**src/sv/csfc_pkg.sv**
```systemverilog
// types, widths and constants shared by the cube shadow face culler
`timescale 1ns / 1ps
`default_nettype none

package csfc_pkg;

    localparam int COORD_BITS = 32;
    localparam int TYPE_BITS  = 16;
    localparam int ID_BITS    = 32;
    localparam int FACES      = 6;
    localparam int PLANES     = 6;
    localparam int AXES       = 3;

    // doubled center and doubled extent widths
    localparam int CW = COORD_BITS + 2;
    localparam int EW = COORD_BITS + 1;
    // plane distance and radius width
    localparam int DW = COORD_BITS + 4;

    localparam int CFG_W   = (COORD_BITS > TYPE_BITS) ? COORD_BITS : TYPE_BITS;
    localparam int CFG_IDX = 3;

    typedef logic [CFG_IDX-1:0] t_cfg_idx;

    localparam t_cfg_idx CFG_BOX_MIN_X      = 3'd0;
    localparam t_cfg_idx CFG_BOX_MIN_Y      = 3'd1;
    localparam t_cfg_idx CFG_BOX_MIN_Z      = 3'd2;
    localparam t_cfg_idx CFG_BOX_MAX_X      = 3'd3;
    localparam t_cfg_idx CFG_BOX_MAX_Y      = 3'd4;
    localparam t_cfg_idx CFG_BOX_MAX_Z      = 3'd5;
    localparam t_cfg_idx CFG_REQUIRED_TYPES = 3'd6;

    // plane normals as per-axis masks of +1 and -1 components (bit 0 x, 1 y, 2 z)
    localparam logic [AXES-1:0] PLANE_POS [PLANES] = '{
        3'b010, 3'b011, 3'b101, 3'b001, 3'b110, 3'b100
    };
    localparam logic [AXES-1:0] PLANE_NEG [PLANES] = '{
        3'b001, 3'b000, 3'b000, 3'b100, 3'b000, 3'b010
    };

    localparam logic [FACES-1:0] ALL_FACES = '1;

    typedef struct packed {
        logic signed [COORD_BITS-1:0] obj_min_x;
        logic signed [COORD_BITS-1:0] obj_min_y;
        logic signed [COORD_BITS-1:0] obj_min_z;
        logic signed [COORD_BITS-1:0] obj_max_x;
        logic signed [COORD_BITS-1:0] obj_max_y;
        logic signed [COORD_BITS-1:0] obj_max_z;
        logic [TYPE_BITS-1:0]         type_flags;
        logic                         can_cull;
        logic [ID_BITS-1:0]           object_id;
    } t_obj;

    typedef struct packed {
        logic [FACES-1:0]   face_mask;
        logic               seen_any;
        logic [ID_BITS-1:0] result_id;
    } t_res;

    // first stage results handed to the plane tests
    typedef struct packed {
        logic [AXES-1:0][CW-1:0] c;
        logic [AXES-1:0][EW-1:0] e;
        logic [AXES-1:0]         above;
        logic [AXES-1:0]         below;
        logic                    ok;
        logic                    can_cull;
        logic [ID_BITS-1:0]      id;
    } t_s1;

endpackage

`default_nettype wire

```
**src/sv/csfc_if.sv**
```systemverilog
// valid/ready channel interfaces for objects and face results
`timescale 1ns / 1ps
`default_nettype none

interface csfc_obj_if import csfc_pkg::*; ();
    logic valid;
    logic ready;
    t_obj data;

    modport source(output valid, output data, input ready);
    modport sink(input valid, input data, output ready);
endinterface

interface csfc_res_if import csfc_pkg::*; ();
    logic valid;
    logic ready;
    t_res data;

    modport source(output valid, output data, input ready);
    modport sink(input valid, input data, output ready);
endinterface

`default_nettype wire

```
**src/sv/cube_shadow_face_culler.sv**
```systemverilog
// top level: culls object boxes against a light box for six cube-map faces
//
//  channel   dir  handshake        payload
//  i_obj     in   valid / ready    object box, type flags, can_cull, id
//  o_res     out  valid / ready    face mask, seen_any, result id
//  i_cfg_*   in   write enable     register index, write data
//
// one transaction per cycle sustained while o_res is ready; a result passes
// the input register, box stage and result register after its object is taken
// a stall on o_res backs up through the three stages, each stage still
// taking a new transaction when the one ahead of it moves on
// reset clears the stage valid bits and the light box and type registers
`timescale 1ns / 1ps
`default_nettype none

module cube_shadow_face_culler import csfc_pkg::*; (
    input  wire logic             i_clk,
    input  wire logic             i_rst_n,
    input  wire logic             i_cfg_we,
    input  wire t_cfg_idx         i_cfg_idx,
    input  wire logic [CFG_W-1:0] i_cfg_data,
    csfc_obj_if.sink              i_obj,
    csfc_res_if.source            o_res
);

    logic signed [COORD_BITS-1:0] r_lmin [AXES];
    logic signed [COORD_BITS-1:0] r_lmax [AXES];
    logic [TYPE_BITS-1:0]         r_req_types;

    logic r_in_valid;
    t_obj r_in;
    logic r_s1_valid;
    t_s1  r_s1;
    logic r_out_valid;
    t_res r_out;

    t_s1  n_s1;
    t_res n_out;

    logic in_ready;
    logic s1_ready;
    logic out_ready;

    logic signed [COORD_BITS-1:0] omin [AXES];
    logic signed [COORD_BITS-1:0] omax [AXES];

    // configuration
    always_ff @(posedge i_clk) begin
        if (!i_rst_n) begin
            for (int a = 0; a < AXES; a++) begin
                r_lmin[a] <= '0;
                r_lmax[a] <= '0;
            end
            r_req_types <= '0;
        end else if (i_cfg_we) begin
            case (i_cfg_idx)
                CFG_BOX_MIN_X:      r_lmin[0]   <= i_cfg_data[COORD_BITS-1:0];
                CFG_BOX_MIN_Y:      r_lmin[1]   <= i_cfg_data[COORD_BITS-1:0];
                CFG_BOX_MIN_Z:      r_lmin[2]   <= i_cfg_data[COORD_BITS-1:0];
                CFG_BOX_MAX_X:      r_lmax[0]   <= i_cfg_data[COORD_BITS-1:0];
                CFG_BOX_MAX_Y:      r_lmax[1]   <= i_cfg_data[COORD_BITS-1:0];
                CFG_BOX_MAX_Z:      r_lmax[2]   <= i_cfg_data[COORD_BITS-1:0];
                CFG_REQUIRED_TYPES: r_req_types <= i_cfg_data[TYPE_BITS-1:0];
                default: ;
            endcase
        end
    end

    // stage handshakes
    assign out_ready   = !r_out_valid || o_res.ready;
    assign s1_ready    = !r_s1_valid || out_ready;
    assign in_ready    = !r_in_valid || s1_ready;
    assign i_obj.ready = in_ready;

    // input register
    always_ff @(posedge i_clk) begin
        if (!i_rst_n) begin
            r_in_valid <= 1'b0;
        end else if (in_ready) begin
            r_in_valid <= i_obj.valid;
        end
    end

    always_ff @(posedge i_clk) begin
        if (in_ready && i_obj.valid) begin
            r_in <= i_obj.data;
        end
    end

    // box stage: doubled center, doubled extent, overlap, type match and axis side
    assign omin[0] = r_in.obj_min_x;
    assign omin[1] = r_in.obj_min_y;
    assign omin[2] = r_in.obj_min_z;
    assign omax[0] = r_in.obj_max_x;
    assign omax[1] = r_in.obj_max_y;
    assign omax[2] = r_in.obj_max_z;

    always_comb begin
        logic signed [COORD_BITS:0] lsum;
        logic signed [COORD_BITS:0] osum;
        logic signed [COORD_BITS:0] omax2;
        logic signed [COORD_BITS:0] omin2;
        logic                       overlap;
        overlap = 1'b1;
        n_s1 = '0;
        for (int a = 0; a < AXES; a++) begin
            lsum  = (COORD_BITS+1)'(r_lmin[a]) + (COORD_BITS+1)'(r_lmax[a]);
            osum  = (COORD_BITS+1)'(omin[a]) + (COORD_BITS+1)'(omax[a]);
            omax2 = {omax[a], 1'b0};
            omin2 = {omin[a], 1'b0};
            n_s1.c[a]     = CW'(osum) - CW'(lsum);
            n_s1.e[a]     = EW'(omax[a]) - EW'(omin[a]);
            n_s1.above[a] = omax2 > lsum;
            n_s1.below[a] = omin2 < lsum;
            if (!(r_lmin[a] <= omax[a] && omin[a] <= r_lmax[a])) begin
                overlap = 1'b0;
            end
        end
        n_s1.ok       = overlap && ((r_in.type_flags & r_req_types) == r_req_types);
        n_s1.can_cull = r_in.can_cull;
        n_s1.id       = r_in.object_id;
    end

    always_ff @(posedge i_clk) begin
        if (!i_rst_n) begin
            r_s1_valid <= 1'b0;
        end else if (s1_ready) begin
            r_s1_valid <= r_in_valid;
        end
    end

    always_ff @(posedge i_clk) begin
        if (s1_ready && r_in_valid) begin
            r_s1 <= n_s1;
        end
    end

    // plane stage and result register
    csfc_plane_test u_plane_test (
        .i_s1  (r_s1),
        .o_res (n_out)
    );

    always_ff @(posedge i_clk) begin
        if (!i_rst_n) begin
            r_out_valid <= 1'b0;
        end else if (out_ready) begin
            r_out_valid <= r_s1_valid;
        end
    end

    always_ff @(posedge i_clk) begin
        if (out_ready && r_s1_valid) begin
            r_out <= n_out;
        end
    end

    assign o_res.valid = r_out_valid;
    assign o_res.data  = r_out;

endmodule

`default_nettype wire

```
**src/sv/csfc_plane_test.sv**
```systemverilog
// diagonal plane tests and face mask assembly
`timescale 1ns / 1ps
`default_nettype none

module csfc_plane_test import csfc_pkg::*; (
    input  t_s1  i_s1,
    output t_res o_res
);

    logic [PLANES-1:0] rp;
    logic [PLANES-1:0] rn;
    logic [FACES-1:0]  mask;

    always_comb begin
        logic signed [DW-1:0] d_sum;
        logic signed [DW-1:0] r_sum;
        for (int j = 0; j < PLANES; j++) begin
            d_sum = '0;
            r_sum = '0;
            for (int a = 0; a < AXES; a++) begin
                if (PLANE_POS[j][a]) begin
                    d_sum = d_sum + DW'($signed(i_s1.c[a]));
                end
                if (PLANE_NEG[j][a]) begin
                    d_sum = d_sum - DW'($signed(i_s1.c[a]));
                end
                if (PLANE_POS[j][a] | PLANE_NEG[j][a]) begin
                    r_sum = r_sum + DW'($signed(i_s1.e[a]));
                end
            end
            rp[j] = d_sum > -r_sum;
            rn[j] = d_sum < r_sum;
        end
    end

    always_comb begin
        mask = '0;
        if (i_s1.ok) begin
            if (!i_s1.can_cull) begin
                mask = ALL_FACES;
            end else begin
                mask[0] = rn[0] & rp[1] & rp[2] & rp[3] & i_s1.above[0];
                mask[1] = rp[0] & rn[1] & rn[2] & rn[3] & i_s1.below[0];
                mask[2] = rp[0] & rp[1] & rp[4] & rn[5] & i_s1.above[1];
                mask[3] = rn[0] & rn[1] & rn[4] & rp[5] & i_s1.below[1];
                mask[4] = rp[2] & rn[3] & rp[4] & rp[5] & i_s1.above[2];
                mask[5] = rn[2] & rp[3] & rn[4] & rn[5] & i_s1.below[2];
            end
        end
    end

    assign o_res.face_mask = mask;
    assign o_res.seen_any  = |mask;
    assign o_res.result_id = i_s1.id;

endmodule

`default_nettype wire
```
**src/flat_wrapper.sv**
```systemverilog
// flat-port wrapper written by rule: the top's interface ports become plain ports
module cube_shadow_face_culler_flat import csfc_pkg::*;
  (i_clk, i_rst_n, i_cfg_we, i_cfg_idx, i_cfg_data, i_obj_valid, i_obj_data, i_obj_ready, o_res_valid, o_res_data, o_res_ready);
  csfc_obj_if i_obj_i ();
  csfc_res_if o_res_i ();
  input  wire logic i_clk;
  input  wire logic i_rst_n;
  input  wire logic i_cfg_we;
  input  wire t_cfg_idx i_cfg_idx;
  input  wire logic [CFG_W-1:0] i_cfg_data;
  input wire logic [$bits(i_obj_i.valid)-1:0] i_obj_valid;
  input wire logic [$bits(i_obj_i.data)-1:0] i_obj_data;
  output wire logic [$bits(i_obj_i.ready)-1:0] i_obj_ready;
  output wire logic [$bits(o_res_i.valid)-1:0] o_res_valid;
  output wire logic [$bits(o_res_i.data)-1:0] o_res_data;
  input wire logic [$bits(o_res_i.ready)-1:0] o_res_ready;
  assign i_obj_i.valid = i_obj_valid;
  assign i_obj_i.data = i_obj_data;
  assign i_obj_ready = i_obj_i.ready;
  assign o_res_valid = o_res_i.valid;
  assign o_res_data = o_res_i.data;
  assign o_res_i.ready = o_res_ready;
  cube_shadow_face_culler u_core (.i_clk(i_clk), .i_rst_n(i_rst_n), .i_cfg_we(i_cfg_we), .i_cfg_idx(i_cfg_idx), .i_cfg_data(i_cfg_data), .i_obj(i_obj_i), .o_res(o_res_i));
endmodule
```
**config.mk**
```make
export PLATFORM = sky130hd
export DESIGN_NAME = cube_shadow_face_culler_flat
export DESIGN_NICKNAME = d
export VERILOG_FILES = /design/src/sv/csfc_pkg.sv /design/src/sv/csfc_if.sv /design/src/sv/cube_shadow_face_culler.sv /design/src/sv/csfc_plane_test.sv /design/src/flat_wrapper.sv
export SDC_FILE = /design/constraint.sdc
export NUM_CORES = 2
export LEC_CHECK = 0
export ABC_AREA = 1
export BUFFER_PORTS_ARGS = -buffer_cell sky130_fd_sc_hd__buf_2
export CAP_MARGIN = 10
export CORE_MARGIN = 1.5
export CORE_UTILIZATION = 58
export CTS_CLUSTER_SIZE = 40
export DETAILED_ROUTE_END_ITERATION = 7
export PLACE_DENSITY = 0.82
export SETUP_SLACK_MARGIN = 0.1
export SLEW_MARGIN = 10
export SYNTH_ARGS = -nofsm -noshare
export SYNTH_HDL_FRONTEND = slang
export SYNTH_SLANG_ARGS = --single-unit
```
**constraint.sdc**
```tcl
create_clock -name i_clk -period 6.2 [get_ports i_clk]
set_clock_uncertainty 0.05 [all_clocks]
set_input_delay 0.62 -clock i_clk [delete_from_list [all_inputs] [get_ports i_clk]]
set_output_delay 0.62 -clock i_clk [all_outputs]
set_load 0.05 [all_outputs]
```
==> impl_metrics.toml <==
[timing]
finalCriticalPeriod_ns = 6.10
final_hold_viol_count = 0
worst_slack_ns = 0.105
setup_viol = 0
hold_slack_ns = 0.0575
rsz0062_at_grt = "yes"
slew_headroom = 0.153
period_share = 0.983
max_freq_mhz = 164
slew_violations = 0
worstMarginPinSlew_ns = 1.27

[layout]
fin_util = 0.679
area_growth_pct = 16.0
nFillCells = 10400
final_nets = 11700
drive_gt1_frac = 0.141
final_cells = 11600

[clock_tree]
insertion_delay_ns = 0.69
cts-root-buf = "clkbuf_16"
cts_buffer_depth = 3
cts.sinks = 732
clk_pin_slew_ns = 0.07
cts_made_buffers = 74
cts_max_level = 3
cts_tree = "yes"
hold_buffers = 0

[yosys]
synth_edf_count = 713
ys_ff_latch = 732
netlist.area_leader.share = 0.286
synth_ff_type = "edfxtp_1"
synthArstFlopShare = 0
synth_fa_ha_area_frac = 0.264
yosys-top-cells-count = "nand2_1, ha_1, inv_1, a21oi_1, edfxtp_1"
synth_xor_area_frac = 0.0738
synth_compound_area_frac = 0.141
synth_top_family_by_area = "adder cells"
ys_seq_area_frac = 0.291
synth_area_leaders = "edfxtp_1, ha_1, nand2_1"
avgSynthCellArea_um2 = 8.38
synth_cells = 8936
synth_cell_types = 70
synth-simple-area-share = 0.157
synth_top_area_cell = "edfxtp_1"
syn_area_mm2 = 0.0749
synth_warnings = 0
syn_nets = 10700
synthMuxAreaShare = 0.000134
synth_most_common_cell = "nand2_1"

[worst_setup_path]
crit_start = "u_core.r_s1[108]$_DFFE_PP_"
crit_path_top_delay_cell = "edfxtp_1"
max_stage_delay_ns = 0.45
crit_buf_inv = 3
reg2reg_from = "u_core.r_s1[108]$_DFFE_PP_"
required_ns = 6.56
crit_top_cell = "nand2_1"
arrival_ns = 6.45
crit_fanout = 4
crit_type = "reg2reg"
start_kind = "flip-flop"
crit_family = "simple AND/OR/NAND/NOR gates"
end_kind = "flip-flop"

[die]
coreArea_mm2 = 0.128
die_height_um = 362
boundaryPins = 322
die_x_um = 362
die_area_mm2 = 0.131
initial_core_util = 0.585
num_rows = 131

[power_and_ir_drop]
p_seq_frac = 0.157
powerDensity_mw_per_mm2 = 544
p_int_uw = 22600
total_leakage_power_uw = 0.0422
clkPwrFrac = 0.096
ir_worst_vdd_uv = 285
netSwitchingPower_uw = 24700
sw_frac_of_total = 0.522
combPwrFrac = 0.747

[hold_path]
hold_start = "i_obj_data[168]"
hold_path_class = "in2reg"

[routing]
via_count = 70900
antenna_left = 0
viasPerCell = 6.10
drt_iter0_markers = 7081
route.detailed.drc = 0
drt-pass1-iter-count = 6
wl_per_cell_um = 24.8
routed_wl_um = 288000

[place]
dp_hpwl_um = 244000
dpl.cell_count = 11400
dp_slack_ns = -0.356
place.gp.congestion = 1.10
portBuffers = 321

[run_status]
status = "finished clean"

[run]
cap_violations = 0

[grt]
grt_usage = 0.427
grt_overflow = 0
grt_pass1_vias = 70300
antenna_found_initial = 9
grt_start_max_net_pins = 124
grt_pass1_wl_um = 416000
logic make-up after synthesis:
logic type	count (synthesis)
fa+ha+maj	1508
buf+inv	1468
compound gates	1838
xor+xnor	625
simple gates	2764
flops	732
mux	1
power by group through the flow:
| stage | sequential, uW | clock [uW] | combinational [uW] |
|---|---|---|---|
| 2_1_floorplan | 6840 | 0 | 20100 |
| 3_3_place_gp | 7380 | 0 | 32100 |
| 3_5_place_dp | 7400 | 0 | 32900 |
| 4_1_cts | 7300 | 4530 | 33300 |
| 5_1_grt | 7370 | 4700 | 38400 |
| 6_report | 7390 | 4540 | 35300 |
sequential cells by signal, indices dropped and copies added (netlist names), 16 cells and up:
register / count
u_core.r_s1: 241
u_core.omax: 96
u_core.omin: 96
u_core.r_lmax: 96
u_core.r_lmin: 96
u_core.o_res.data: 39
u_core.n_s1: 33
u_core.r_in: 16
u_core.r_req_types: 16
cell usage in the layout (no fill, tap or decap), types with 40 or more instances in the layout:
| master | netlist | layout |
|---|---|---|
| a211oi_1 | 68 | 64 |
| a21oi_1 | 999 | 957 |
| a21oi_2 | 7 | 45 |
| a31oi_1 | 59 | 58 |
| buf_2 | 0 | 321 |
| buf_4 | 0 | 644 |
| clkbuf_16 | 0 | 76 |
| edfxtp_1 | 713 | 713 |
| fa_1 | 114 | 110 |
| ha_1 | 1394 | 1375 |
| inv_1 | 1367 | 1364 |
| nand2_1 | 1461 | 1444 |
| nand3_1 | 283 | 270 |
| nand4_1 | 176 | 176 |
| nor2_1 | 621 | 598 |
| nor3_1 | 97 | 87 |
| o211ai_1 | 60 | 60 |
| o21a_1 | 58 | 58 |
| o21ai_0 | 319 | 290 |
| o21ai_1 | 36 | 44 |
| o21bai_1 | 40 | 40 |
| xnor2_1 | 156 | 138 |
| xor2_1 | 462 | 438 |
layer usage:
metal	global-route usage	part of all wire	vias to the layer above
li1	-	-	32700
met5	0	0.000052	-
met4	0.309	0.088	2
met3	0.0674	0.090	951
met2	0.705	0.45	3762
met1	0.507	0.37	33500
timing repair:
item,in CTS,in global routing
pin swaps,12,78
cloned,0,0
endpoints found under the setup margin,16,37
buffers inserted,8,51
hold endpoints to repair,0,0
gates resized for setup,40,248
final cells by class:
class	count	area (um2)	share of cell area
inverter	1380	5190	0.0597
clock inverter	39	377	0.00434
timing repair buffer	973	6590	0.0759
clock buffer	92	1970	0.0227
antenna	6	15.0	0.000173
multi-input combinational	6736	48800	0.562
tap	1662	2080	0.0239
sequential	732	21800	0.251
worst reg2reg max path, delay by kind of cell (launching register included):
| family | cells | cell delay, ns |
|---|---|---|
| buf+inv | 3 | 0.32 |
| xor+xnor | 2 | 0.38 |
| compound gates | 8 | 1.63 |
| simple gates | 19 | 2.27 |
| fa+ha+maj | 2 | 0.72 |
| flops | 1 | 0.45 |
stage by stage:
| step | TNS (ns) | cell area (um2) | total power, uW |
|---|---|---|---|
| after CTS | 0 | 85300 | 45100 |
| after global placement | -0.567 | 82800 | 39500 |
| final | 0 | 86800 | 47200 |
| after global routing | -0.354 | 86800 | 50400 |
| after floorplan | 0 | 74900 | 26900 |
| after detailed placement | -1.25 | 82800 | 40300 |
path summary, 6_finish.rpt:
path	end	slack, ns	cells past startpoint
max	u_core.o_res.data[32]$_DFFE_PP_	0.10	34
max reg2reg	u_core.o_res.data[32]$_DFFE_PP_	0.10	34
min	u_core.omin[23]$_DFFE_PP_	0.06	1
min reg2reg	u_core.r_s1[21]$_DFFE_PP_	0.37	0
Power figures use the tool's default switching activity.
